### config.mk
export PLATFORM = sky130hd
export DESIGN_NAME = split_value_into_two_factors_flat
export DESIGN_NICKNAME = d
export VERILOG_FILES = /design/src/rtl/svf_pkg.sv /design/src/rtl/svf_ifs.sv /design/src/rtl/split_value_into_two_factors.sv /design/src/flat_wrapper.sv
export SDC_FILE = /design/constraint.sdc
export NUM_CORES = 1
export LEC_CHECK = 0
export BUFFER_PORTS_ARGS = -buffer_cell sky130_fd_sc_hd__buf_2
export CORE_UTILIZATION = 60
export CTS_CLUSTER_DIAMETER = 80
export CTS_CLUSTER_SIZE = 20
export DETAILED_ROUTE_END_ITERATION = 10
export PLACE_DENSITY = 0.8
export SLEW_MARGIN = 20
export SYNTH_ARGS = -nofsm -noshare
export SYNTH_HDL_FRONTEND = slang
export SYNTH_SLANG_ARGS = --single-unit
### constraint.sdc
create_clock -name clk -period 17.7 [get_ports clk]
set_clock_uncertainty 0.2 [all_clocks]
set_input_delay 0.885 -clock clk [delete_from_list [all_inputs] [get_ports clk]]
set_output_delay 0.885 -clock clk [all_outputs]
set_load 0.02 [all_outputs]
### src/rtl/svf_pkg.sv
`timescale 1ns / 1ps
// Package for the value splitter: search limit, masks, seed start and the
// sequencer state type. No dependencies.
package svf_pkg;

    localparam int unsigned FactorLimit = 65535;

    localparam logic [15:0] FACTOR_LIMIT = 16'(FactorLimit);
    localparam logic [15:0] MASK16       = 16'hffff;
    localparam logic [15:0] SEED_START   = 16'h8000;
    localparam logic [3:0]  SEED_SHIFT   = 4'd15;    // log2 of SEED_START
    localparam logic [15:0] MIN_DIVISOR  = 16'd2;
    localparam logic [3:0]  DIV_LAST     = 4'd15;    // last divider step

    typedef enum logic [4:0] {
        ST_IDLE   = 5'b00001,
        ST_SEED   = 5'b00010,
        ST_CHECK  = 5'b00100,
        ST_DIV    = 5'b01000,
        ST_FINISH = 5'b10000
    } svf_state_t;

endpackage

### src/rtl/svf_ifs.sv
`timescale 1ns / 1ps
// Handshake channels of the value splitter: input word, result word and
// configuration write. Depends on nothing but the channel widths below.
interface svf_item_if;
    logic        valid;
    logic        ready;
    logic [31:0] value;

    modport source (output valid, output value, input ready);
    modport sink (input valid, input value, output ready);
endinterface

interface svf_result_if;
    logic        valid;
    logic        ready;
    logic [15:0] quotient_factor;
    logic [15:0] divisor_factor;
    logic [15:0] remainder;
    logic [15:0] iterations;
    logic        no_fit;

    modport source (output valid, output quotient_factor, output divisor_factor,
                    output remainder, output iterations, output no_fit, input ready);
    modport sink (input valid, input quotient_factor, input divisor_factor,
                  input remainder, input iterations, input no_fit, output ready);
endinterface

interface svf_cfg_if;
    logic valid;
    logic ready;
    logic search_mode;

    modport source (output valid, output search_mode, input ready);
    modport sink (input valid, input search_mode, output ready);
endinterface

### src/rtl/split_value_into_two_factors.sv
`timescale 1ns / 1ps
// Top level of the value splitter: sequencer, seed search and a bit-serial
// 32/16 divider. Uses svf_pkg and the channels in svf_ifs.sv.

// Splits a 32-bit value into a 16-bit quotient and a 16-bit divisor by trying
// divisors upward from 2 (or from a seed in mode 1) and keeping the least
// remainder among those whose quotient fits 16 bits; the first exact fit ends
// the search. One word is worked at a time and the input is not ready until
// the search is over. A candidate whose quotient is too wide takes a single
// check; one that fits takes a check plus 16 steps of the shared one-bit
// restoring divider, so a full search tries at most 65533 candidates, after
// the seed search in mode 1. The small-value shortcut of mode 1 skips the
// search. A finished result waits in an output register, so the
// next word can be accepted before the result is taken.
module split_value_into_two_factors (
    input  logic                 clk,
    input  logic                 rst_n,
    svf_cfg_if.sink              cfg,
    svf_item_if.sink             item,
    svf_result_if.source         result
);

    svf_pkg::svf_state_t state_reg, state_next;
    logic        mode_reg, mode_next;
    logic        out_valid_reg, out_valid_next;

    logic [31:0] value_reg, value_next;
    logic [15:0] x_reg, x_next;
    logic [3:0]  k_reg, k_next;
    logic [15:0] d_reg, d_next;
    logic [15:0] cand_reg, cand_next;
    logic [15:0] count_reg, count_next;
    logic [15:0] rem_reg, rem_next;
    logic [15:0] quo_reg, quo_next;
    logic [3:0]  step_reg, step_next;
    logic        found_reg, found_next;
    logic [15:0] best_rem_reg, best_rem_next;
    logic [15:0] best_div_reg, best_div_next;
    logic [15:0] best_quo_reg, best_quo_next;
    logic [15:0] oq_reg, oq_next;
    logic [15:0] od_reg, od_next;
    logic [15:0] or_reg, or_next;
    logic [15:0] oi_reg, oi_next;
    logic        onf_reg, onf_next;

    logic [31:0] seed_shifted;
    logic [15:0] seed_pick;
    logic [15:0] seed_start;
    logic [16:0] div_trial;
    logic [16:0] div_diff;
    logic        div_ge;
    logic [15:0] rem_step;
    logic [15:0] quo_step;
    logic        better;

    assign cfg.ready     = 1'b1;
    assign item.ready    = (state_reg == svf_pkg::ST_IDLE);
    assign result.valid  = out_valid_reg;
    assign result.quotient_factor = oq_reg;
    assign result.divisor_factor  = od_reg;
    assign result.remainder       = or_reg;
    assign result.iterations      = oi_reg;
    assign result.no_fit          = onf_reg;

    // division by a power of two is a shift
    assign seed_shifted = value_reg >> k_reg;
    assign seed_pick    = (d_reg < x_reg) ? x_reg : d_reg;
    assign seed_start   = (seed_pick < svf_pkg::MIN_DIVISOR) ? svf_pkg::MIN_DIVISOR
                                                              : seed_pick;

    // one restoring step; partial remainder stays below the divisor
    assign div_trial = {rem_reg, quo_reg[15]};
    assign div_diff  = div_trial - {1'b0, cand_reg};
    assign div_ge    = (div_trial >= {1'b0, cand_reg});
    assign rem_step  = div_ge ? div_diff[15:0] : div_trial[15:0];
    assign quo_step  = {quo_reg[14:0], div_ge};
    assign better    = !found_reg || (rem_step < best_rem_reg);

    always_comb
    begin
        state_next     = state_reg;
        mode_next      = mode_reg;
        out_valid_next = out_valid_reg && !result.ready;
        value_next     = value_reg;
        x_next         = x_reg;
        k_next         = k_reg;
        d_next         = d_reg;
        cand_next      = cand_reg;
        count_next     = count_reg;
        rem_next       = rem_reg;
        quo_next       = quo_reg;
        step_next      = step_reg;
        found_next     = found_reg;
        best_rem_next  = best_rem_reg;
        best_div_next  = best_div_reg;
        best_quo_next  = best_quo_reg;
        oq_next        = oq_reg;
        od_next        = od_reg;
        or_next        = or_reg;
        oi_next        = oi_reg;
        onf_next       = onf_reg;

        if (cfg.valid)
        begin
            mode_next = cfg.search_mode;
        end

        case (state_reg)
            svf_pkg::ST_IDLE:
            begin
                if (item.valid)
                begin
                    value_next = item.value;
                    count_next = '0;
                    x_next     = svf_pkg::SEED_START;
                    k_next     = svf_pkg::SEED_SHIFT;
                    d_next     = '0;
                    cand_next  = svf_pkg::MIN_DIVISOR;
                    if (mode_reg && (item.value < {16'd0, svf_pkg::MASK16}))
                    begin
                        // small value: value * 1
                        found_next    = 1'b1;
                        best_quo_next = 16'd1;
                        best_div_next = item.value[15:0];
                        best_rem_next = '0;
                        state_next    = svf_pkg::ST_FINISH;
                    end
                    else
                    begin
                        // defaults give the no-fit answer
                        found_next    = 1'b0;
                        best_quo_next = item.value[16:1];
                        best_div_next = svf_pkg::MIN_DIVISOR;
                        best_rem_next = svf_pkg::MASK16;
                        state_next    = mode_reg ? svf_pkg::ST_SEED : svf_pkg::ST_CHECK;
                    end
                end
            end

            svf_pkg::ST_SEED:
            begin
                if ((d_reg >= svf_pkg::MIN_DIVISOR) || (x_reg == '0))
                begin
                    cand_next  = seed_start;
                    state_next = svf_pkg::ST_CHECK;
                end
                else
                begin
                    d_next = seed_shifted[15:0];
                    x_next = x_reg >> 1;
                    k_next = k_reg - 4'd1;
                end
            end

            svf_pkg::ST_CHECK:
            begin
                if (cand_reg >= svf_pkg::FACTOR_LIMIT)
                begin
                    state_next = svf_pkg::ST_FINISH;
                end
                else
                begin
                    count_next = count_reg + 16'd1;
                    // quotient fits 16 bits exactly when the high half is below the candidate
                    if (value_reg[31:16] < cand_reg)
                    begin
                        rem_next   = value_reg[31:16];
                        quo_next   = value_reg[15:0];
                        step_next  = '0;
                        state_next = svf_pkg::ST_DIV;
                    end
                    else
                    begin
                        cand_next = cand_reg + 16'd1;
                    end
                end
            end

            svf_pkg::ST_DIV:
            begin
                rem_next  = rem_step;
                quo_next  = quo_step;
                step_next = step_reg + 4'd1;
                if (step_reg == svf_pkg::DIV_LAST)
                begin
                    found_next = 1'b1;
                    if (better)
                    begin
                        best_rem_next = rem_step;
                        best_div_next = cand_reg;
                        best_quo_next = quo_step;
                    end
                    if (rem_step == '0)
                    begin
                        state_next = svf_pkg::ST_FINISH;
                    end
                    else
                    begin
                        cand_next  = cand_reg + 16'd1;
                        state_next = svf_pkg::ST_CHECK;
                    end
                end
            end

            svf_pkg::ST_FINISH:
            begin
                if (!out_valid_reg || result.ready)
                begin
                    oq_next        = best_quo_reg;
                    od_next        = best_div_reg;
                    or_next        = best_rem_reg;
                    oi_next        = count_reg;
                    onf_next       = !found_reg;
                    out_valid_next = 1'b1;
                    state_next     = svf_pkg::ST_IDLE;
                end
            end

            default:
            begin
                state_next = svf_pkg::ST_IDLE;
            end
        endcase
    end

    always_ff @(posedge clk or negedge rst_n)
    begin
        if (!rst_n)
        begin
            state_reg     <= svf_pkg::ST_IDLE;
            mode_reg      <= 1'b0;
            out_valid_reg <= 1'b0;
        end
        else
        begin
            state_reg     <= state_next;
            mode_reg      <= mode_next;
            out_valid_reg <= out_valid_next;
        end
    end

    always_ff @(posedge clk)
    begin
        value_reg    <= value_next;
        x_reg        <= x_next;
        k_reg        <= k_next;
        d_reg        <= d_next;
        cand_reg     <= cand_next;
        count_reg    <= count_next;
        rem_reg      <= rem_next;
        quo_reg      <= quo_next;
        step_reg     <= step_next;
        found_reg    <= found_next;
        best_rem_reg <= best_rem_next;
        best_div_reg <= best_div_next;
        best_quo_reg <= best_quo_next;
        oq_reg       <= oq_next;
        od_reg       <= od_next;
        or_reg       <= or_next;
        oi_reg       <= oi_next;
        onf_reg      <= onf_next;
    end

endmodule
### src/flat_wrapper.sv
// flat-port wrapper written by rule: the top's interface ports become plain ports
module split_value_into_two_factors_flat 
  (clk, rst_n, cfg_valid, cfg_search_mode, cfg_ready, item_valid, item_value, item_ready, result_valid, result_quotient_factor, result_divisor_factor, result_remainder, result_iterations, result_no_fit, result_ready);
  svf_cfg_if cfg_i ();
  svf_item_if item_i ();
  svf_result_if result_i ();
  input  logic clk;
  input  logic rst_n;
  input wire logic [$bits(cfg_i.valid)-1:0] cfg_valid;
  input wire logic [$bits(cfg_i.search_mode)-1:0] cfg_search_mode;
  output wire logic [$bits(cfg_i.ready)-1:0] cfg_ready;
  input wire logic [$bits(item_i.valid)-1:0] item_valid;
  input wire logic [$bits(item_i.value)-1:0] item_value;
  output wire logic [$bits(item_i.ready)-1:0] item_ready;
  output wire logic [$bits(result_i.valid)-1:0] result_valid;
  output wire logic [$bits(result_i.quotient_factor)-1:0] result_quotient_factor;
  output wire logic [$bits(result_i.divisor_factor)-1:0] result_divisor_factor;
  output wire logic [$bits(result_i.remainder)-1:0] result_remainder;
  output wire logic [$bits(result_i.iterations)-1:0] result_iterations;
  output wire logic [$bits(result_i.no_fit)-1:0] result_no_fit;
  input wire logic [$bits(result_i.ready)-1:0] result_ready;
  assign cfg_i.valid = cfg_valid;
  assign cfg_i.search_mode = cfg_search_mode;
  assign cfg_ready = cfg_i.ready;
  assign item_i.valid = item_valid;
  assign item_i.value = item_value;
  assign item_ready = item_i.ready;
  assign result_valid = result_i.valid;
  assign result_quotient_factor = result_i.quotient_factor;
  assign result_divisor_factor = result_i.divisor_factor;
  assign result_remainder = result_i.remainder;
  assign result_iterations = result_i.iterations;
  assign result_no_fit = result_i.no_fit;
  assign result_i.ready = result_ready;
  split_value_into_two_factors u_core (.clk(clk), .rst_n(rst_n), .cfg(cfg_i), .item(item_i), .result(result_i));
endmodule
**Word level (Yosys, flattened, before mapping)**

Index checks and enable logic that the tools add are counted.

- Register bits after elaboration: 257
- Output and inout bits: 68
- Bits of input ports: 38

- $lt $le $gt $ge: 8
- Multiplexer cells: 61
- Add/sub/neg operators: 5
- Eq/ne operators: 17
- Shift operators: 1
- Reductions and logical operators: 24

Operator list:

| cell | count |
|---|---|
| 2-to-1 mux 16 bit | 30 |
| case mux 16 bit (2 select lines) | 8 |
| case mux 16 bit (4 select lines) | 1 |
| less-than comparator 16 bit | 3 |
| 2-to-1 mux 5 bit | 8 |
| adder 16 x 1 -> 16 bit, second input constant | 2 |
| logical NOT 16 bit | 2 |
| less-than comparator 32 x 16 -> 1 bit, second input constant | 1 |
| >> shifter 32 x 4 -> 16 bit | 1 |
| case mux 5 bit (5 select lines) | 1 |
| greater-or-equal comparator 17 x 16 -> 1 bit | 1 |
| greater-or-equal comparator 16 bit, second input constant | 1 |
| greater-or-equal comparator 16 x 2 -> 1 bit, second input constant | 1 |
| less-than comparator 16 x 2 -> 1 bit, second input constant | 1 |
| 2-to-1 mux 4 bit | 4 |
| case mux 4 bit (2 select lines) | 2 |
| subtractor 16 bit | 1 |
| AND reduction 3 bit | 4 |
| != test 2 x 1 -> 1 bit, second input constant | 5 |
| != test 2 bit, second input constant | 5 |
| nonzero test 2 bit | 4 |
| AND reduction 7 bit | 1 |
| == test 5 x 1 -> 1 bit, second input constant | 1 |
| == test 5 x 2 -> 1 bit, second input constant | 1 |
| 17 further kinds | 27 |

**Logic depth before layout (Yosys ltp)**

- Depth after elaboration: 7
- Mapped depth: 20
- Depth with buffers taken out: 19

**Worst setup path before layout**

No wires, ideal clock.

- Path kind: reg-to-reg
- Start: reg u_core.cand_reg[1]
- End: reg u_core.best_div_reg[0] (enable)
- Period minus slack after synthesis: 6.481 ns
- Path buffers: 1
- Cell stages (with the launch flop): 20
- Arrival time: 5.811 ns
- Setup time: 0.470 ns
- Path slack: 11.219 ns
- Cell sequence: edfxtp_1 inv_1 ha_1 nor2b_1 o2111ai_2 a211o_1 a21o_1 nand2_1 buf_6 mux2i_1 inv_1 ha_1 a21o_1 a21o_1 a21o_1 a21oi_1 o21ai_0 a21oi_1 o221ai_1 a21oi_1

- Cells in the longest elaborated chain, start to end: 6

RTL lines:

| what | line | source |
|---|---|---|
| from (decl) | split_value_into_two_factors.sv:31 | `logic [15:0] cand_reg, cand_next;` |
| from (signal assigned) | split_value_into_two_factors.sv:248 | `cand_reg <= cand_next;` |
| subtractor 16 bit / greater-or-equal comparator 17 x 16 -> 1 bit (equally long branches) | split_value_into_two_factors.sv:73, split_value_into_two_factors.sv:74 |  |
| 2-to-1 mux 16 bit (*) | split_value_into_two_factors.sv:75 | `assign rem_step = div_ge ? div_diff[15:0] : div_trial[15:0];` |
| less-than comparator 16 bit (*) | split_value_into_two_factors.sv:77 | `assign better = !found_reg \|\| (rem_step < best_rem_reg);` |
| logical OR 1 bit (*) | split_value_into_two_factors.sv:77 |  |
| != test 2 x 1 -> 1 bit (no source line) (*) | n/a |  |
| AND reduction 4 bit (no source line) (*) | n/a |  |
| to (signal assigned) | split_value_into_two_factors.sv:255 | `best_div_reg <= best_div_next;` |
| to (decl) | split_value_into_two_factors.sv:38 | `logic [15:0] best_div_reg, best_div_next;` |

Every way passes the cells marked *; elsewhere a longest branch is shown, timed or not.
A chain may end at the register's enable or synchronous reset.

**Worst setup path after layout**

- Start: reg u_core.cand_reg[6]
- End: reg u_core.best_quo_reg[9] (enable)

- Cells in the longest elaborated chain, start to end: 6

RTL lines:

| what | line | source |
|---|---|---|
| subtractor 16 bit / greater-or-equal comparator 17 x 16 -> 1 bit (equally long branches) | split_value_into_two_factors.sv:73, split_value_into_two_factors.sv:74 |  |
| 2-to-1 mux 16 bit (*) | split_value_into_two_factors.sv:75 |  |
| less-than comparator 16 bit (*) | split_value_into_two_factors.sv:77 |  |
| logical OR 1 bit (*) | split_value_into_two_factors.sv:77 |  |
| != test 2 x 1 -> 1 bit (no source line) (*) | n/a |  |
| AND reduction 4 bit (no source line) (*) | n/a |  |
| to (signal assigned) | split_value_into_two_factors.sv:256 | `best_quo_reg <= best_quo_next;` |
| to (decl) | split_value_into_two_factors.sv:39 | `logic [15:0] best_quo_reg, best_quo_next;` |

Marks and branches as above.

==> impl_metrics.csv <==
group,metric,value,unit
yosys,synth_area,13400,sq um
global_route,grt_max_degree,66,
yosys,ys_types,68,
cts,numClockSinks,257,
yosys,synthesis.nets,1243,
placement,finalWeightedCongestion,0.998,
sta,final_max_slew_viol_count,0,
worst_setup_path,arrival,5560,ps
yosys,netlist_top_cells_area,"edfxtp_1, ha_1, nand2_1",
floorplan,design.die.area,22900,sq um
drt,drc_errors,0,
yosys,async_reset_ff_share,2.72,%
yosys,yosysSeqAreaShare,57.5,%
drt,first_pass_iters,7,
yosys,avgSynthCellArea,11.7,sq um
drt,ant_nets,0,
yosys,synth_top_area_cell,"edfxtp_1",
yosys,synth-seq-cells,257,
yosys,synth_edf_count,250,
drt,route.vias.total,9633,
yosys,netlist.area_leader.share,56.2,%
worst_setup_path,critPathKind,"reg -> reg",
floorplan,start_util,61.2,%
cts,cts_hold_buf,0,
cells_and_area,antenna_cells,0,
cells_and_area,final_nets,1327,
power,power,2230,uW
floorplan,rows,54,
sta,worst_pin_slew,866,ps
floorplan,io_pins,106,
cells_and_area,final_cell_mix,"edfxtp_1, nand2_1, buf_2",
sta,finalSetupViolCount,0,
power,swShare,38.9,%
floorplan,fp.dieW,151,microns
cells_and_area,syn_to_final_growth,9.66,%
sta,slew_headroom,41.7,%
global_route,antenna_found_initial,0,
cts,cts_buffers,17,
cts,clkTransAtPathRegs,90,ps
cts,cts_tree,"yes",
sta,setup_tns,0,ps
global_route,grt_usage,30.2,%
cells_and_area,final_common_cell,"edfxtp_1",
cells_and_area,drive_above_1_share,14.8,%
drt,routed_wl,34.2,mm
sta,fin_crit_sh,31.7,%
sta,min_period,5620,ps
sta,fmax,0.178,GHz
power,peakVddDrop,85.4,uV
cells_and_area,largest_reg_flops,32,
worst_setup_path,critPathCaptureType,"flip-flop",
cts,cts_buffer_depth,3,
min_path,holdCritPathClass,"in -> async",
global_route,grt_pass1_wl,51.0,mm
cts,root_buffer,"clkbuf_16",
worst_setup_path,cp-start-kind,"flip-flop",
power,power.density,152,nW/um^2
sta,rsz0062_at_grt,"no",
cts,clock_latency,510,ps
placement,io_buffer_count,104,
cts,cts.repair.resized,0,
cts,htree_levels,1,
power,power.leakage,0.00589,uW
power,seqPwrFrac,43.5,%
floorplan,core_area,21800,sq um
drt,drt_iter0_drc,1172,
yosys,synthCells,1139,
placement,hpwl,25.5,mm
worst_setup_path,worstPathRequired,17650,ps
global_route,gr-total-overflow,0,
floorplan,fp.dieH,151,microns
power,p_clk_share,17.8,%
cts,post-cts-setup-buffer-count,0,
worst_setup_path,cp_max_fo,45,
sta,finalHoldViolations,0,
drt,routed_via_density,6.37,
run,maxCapViolCount,0,
yosys,synthFlopType,"edfxtp_1",
power,p_switching,867,uW
yosys,ys_warn_count,0,
status,status,"finished, final reports clean",
power,p_int,1360,uW
drt,wl_per_cell,22.6,microns
global_route,grt_pass1_vias,8997,
power,power_frac_comb,38.6,%
cell families (layout without fill, tap and decap cells):
logic type      after synthesis  in the layout  synth area share, %
simple gates                381            381                 13.4
flops                       257            257                 57.5
compound gates              198            198                 9.65
buf+inv                     125            219                 3.91
fa+ha+maj                    66             66                 6.24
mux                          66             66                 6.32
xor+xnor                     45             45                 2.95
other cells                   1              1               0.0281
power by group through the flow:
stage          Sequential (uW)  Combinational [uW]  Clock (uW)
3_5_place_dp               978                 837           0
6_report                   970                 861         397
3_3_place_gp               968                 816           0
4_1_cts                    965                 843         401
5_1_grt                    981                 929         419
2_1_floorplan              943                 599           0
synth_stat cells (3+ instances only):
master / n
mux2_2: 7
o22ai_1: 17
a311oi_1: 3
o21a_1: 4
ha_1: 65
o21ai_0: 40
xor2_1: 14
nand3_1: 37
nand4_1: 23
nand2b_1: 7
and3_1: 13
nor2_1: 93
xnor2_1: 31
buf_2: 5
o31ai_1: 3
nand2_1: 138
buf_6: 4
buf_1: 5
edfxtp_1: 250
a211oi_1: 27
and4_1: 5
mux4_2: 14
and2_1: 13
a21o_1: 19
nor4_1: 14
o211ai_1: 4
a21oi_2: 4
clkbuf_1: 33
o221ai_1: 4
a21oi_1: 53
inv_1: 73
mux2i_1: 45
or4_1: 4
nor3_1: 14
nor2b_1: 7
dfrtp_1: 6
per-layer routing:
metal | wire length (microns) | share of wire, % | up-vias | global-route usage, %
li1 | - | - | 4374 | -
met5 | 0 | 0 | - | 0
met4 | 1280 | 3.7 | 0 | 11.6
met2 | 15500 | 45 | 563 | 46.5
met1 | 13800 | 40 | 4609 | 43.1
met3 | 3590 | 11 | 87 | 4.61
worst max-delay path, cell delays in order (launching register included):
cell      delay [ps]
edfxtp_1         460
inv_1            150
ha_1             480
nand4_1          210
o31ai_1          390
a21oi_2          110
nand2_1          510
mux2i_1          470
inv_1             90
ha_1             300
a21o_1           160
a21o_1           170
a21o_1           170
a21oi_1          150
o21ai_0          100
a21oi_1          150
o221ai_1         180
a21oi_4          230
buf_4            520
final timing paths:
check                                                             endpoint  depth (start not counted)                              start  slack, ps
worst min register to register  u_core.result.divisor_factor[15]$_DFFE_PP_                          0  u_core.best_div_reg[15]$_DFFE_PP_        220
worst max register to register            u_core.best_quo_reg[9]$_DFFE_PP_                         18       u_core.cand_reg[6]$_DFFE_PP_      12080
worst max-delay path                      u_core.best_quo_reg[9]$_DFFE_PP_                         18       u_core.cand_reg[6]$_DFFE_PP_      12080
worst min-delay path                       u_core.state_reg[3]$_DFFE_PN0P_                          1                              rst_n         20
max in group asynchronous                  u_core.state_reg[0]$_DFFE_PN1P_                          1                              rst_n      17020
min in group clk                u_core.result.divisor_factor[15]$_DFFE_PP_                          0  u_core.best_div_reg[15]$_DFFE_PP_        220
through the flow:
stage                     cells  worst slack (ps)  cell area (sq um)  util (%)  hold slack [ps]
after floorplan            1139             11220              13400         -              200
after global placement     1484             12310              14100      64.7              202
after detailed placement   1484             12130              14100      64.8              205
after CTS                  1513             12120              14600      67.1             11.7
after global routing       1513             11770              14600      67.1             21.6
final                      1513             12080              14600      67.1             20.8
layout make-up:
type | instances | area, sq um
Clock buffer | 25 | 455
Multi-Input combinational cell | 757 | 5220
Clock inverter | 4 | 58.8
Sequential cell | 257 | 7680
Tap cell | 280 | 350
Timing Repair Buffer | 115 | 603
Inverter | 75 | 282
Fill cell | 1569 | 7170
No activity file was read; power rests on OpenSTA's default activity.
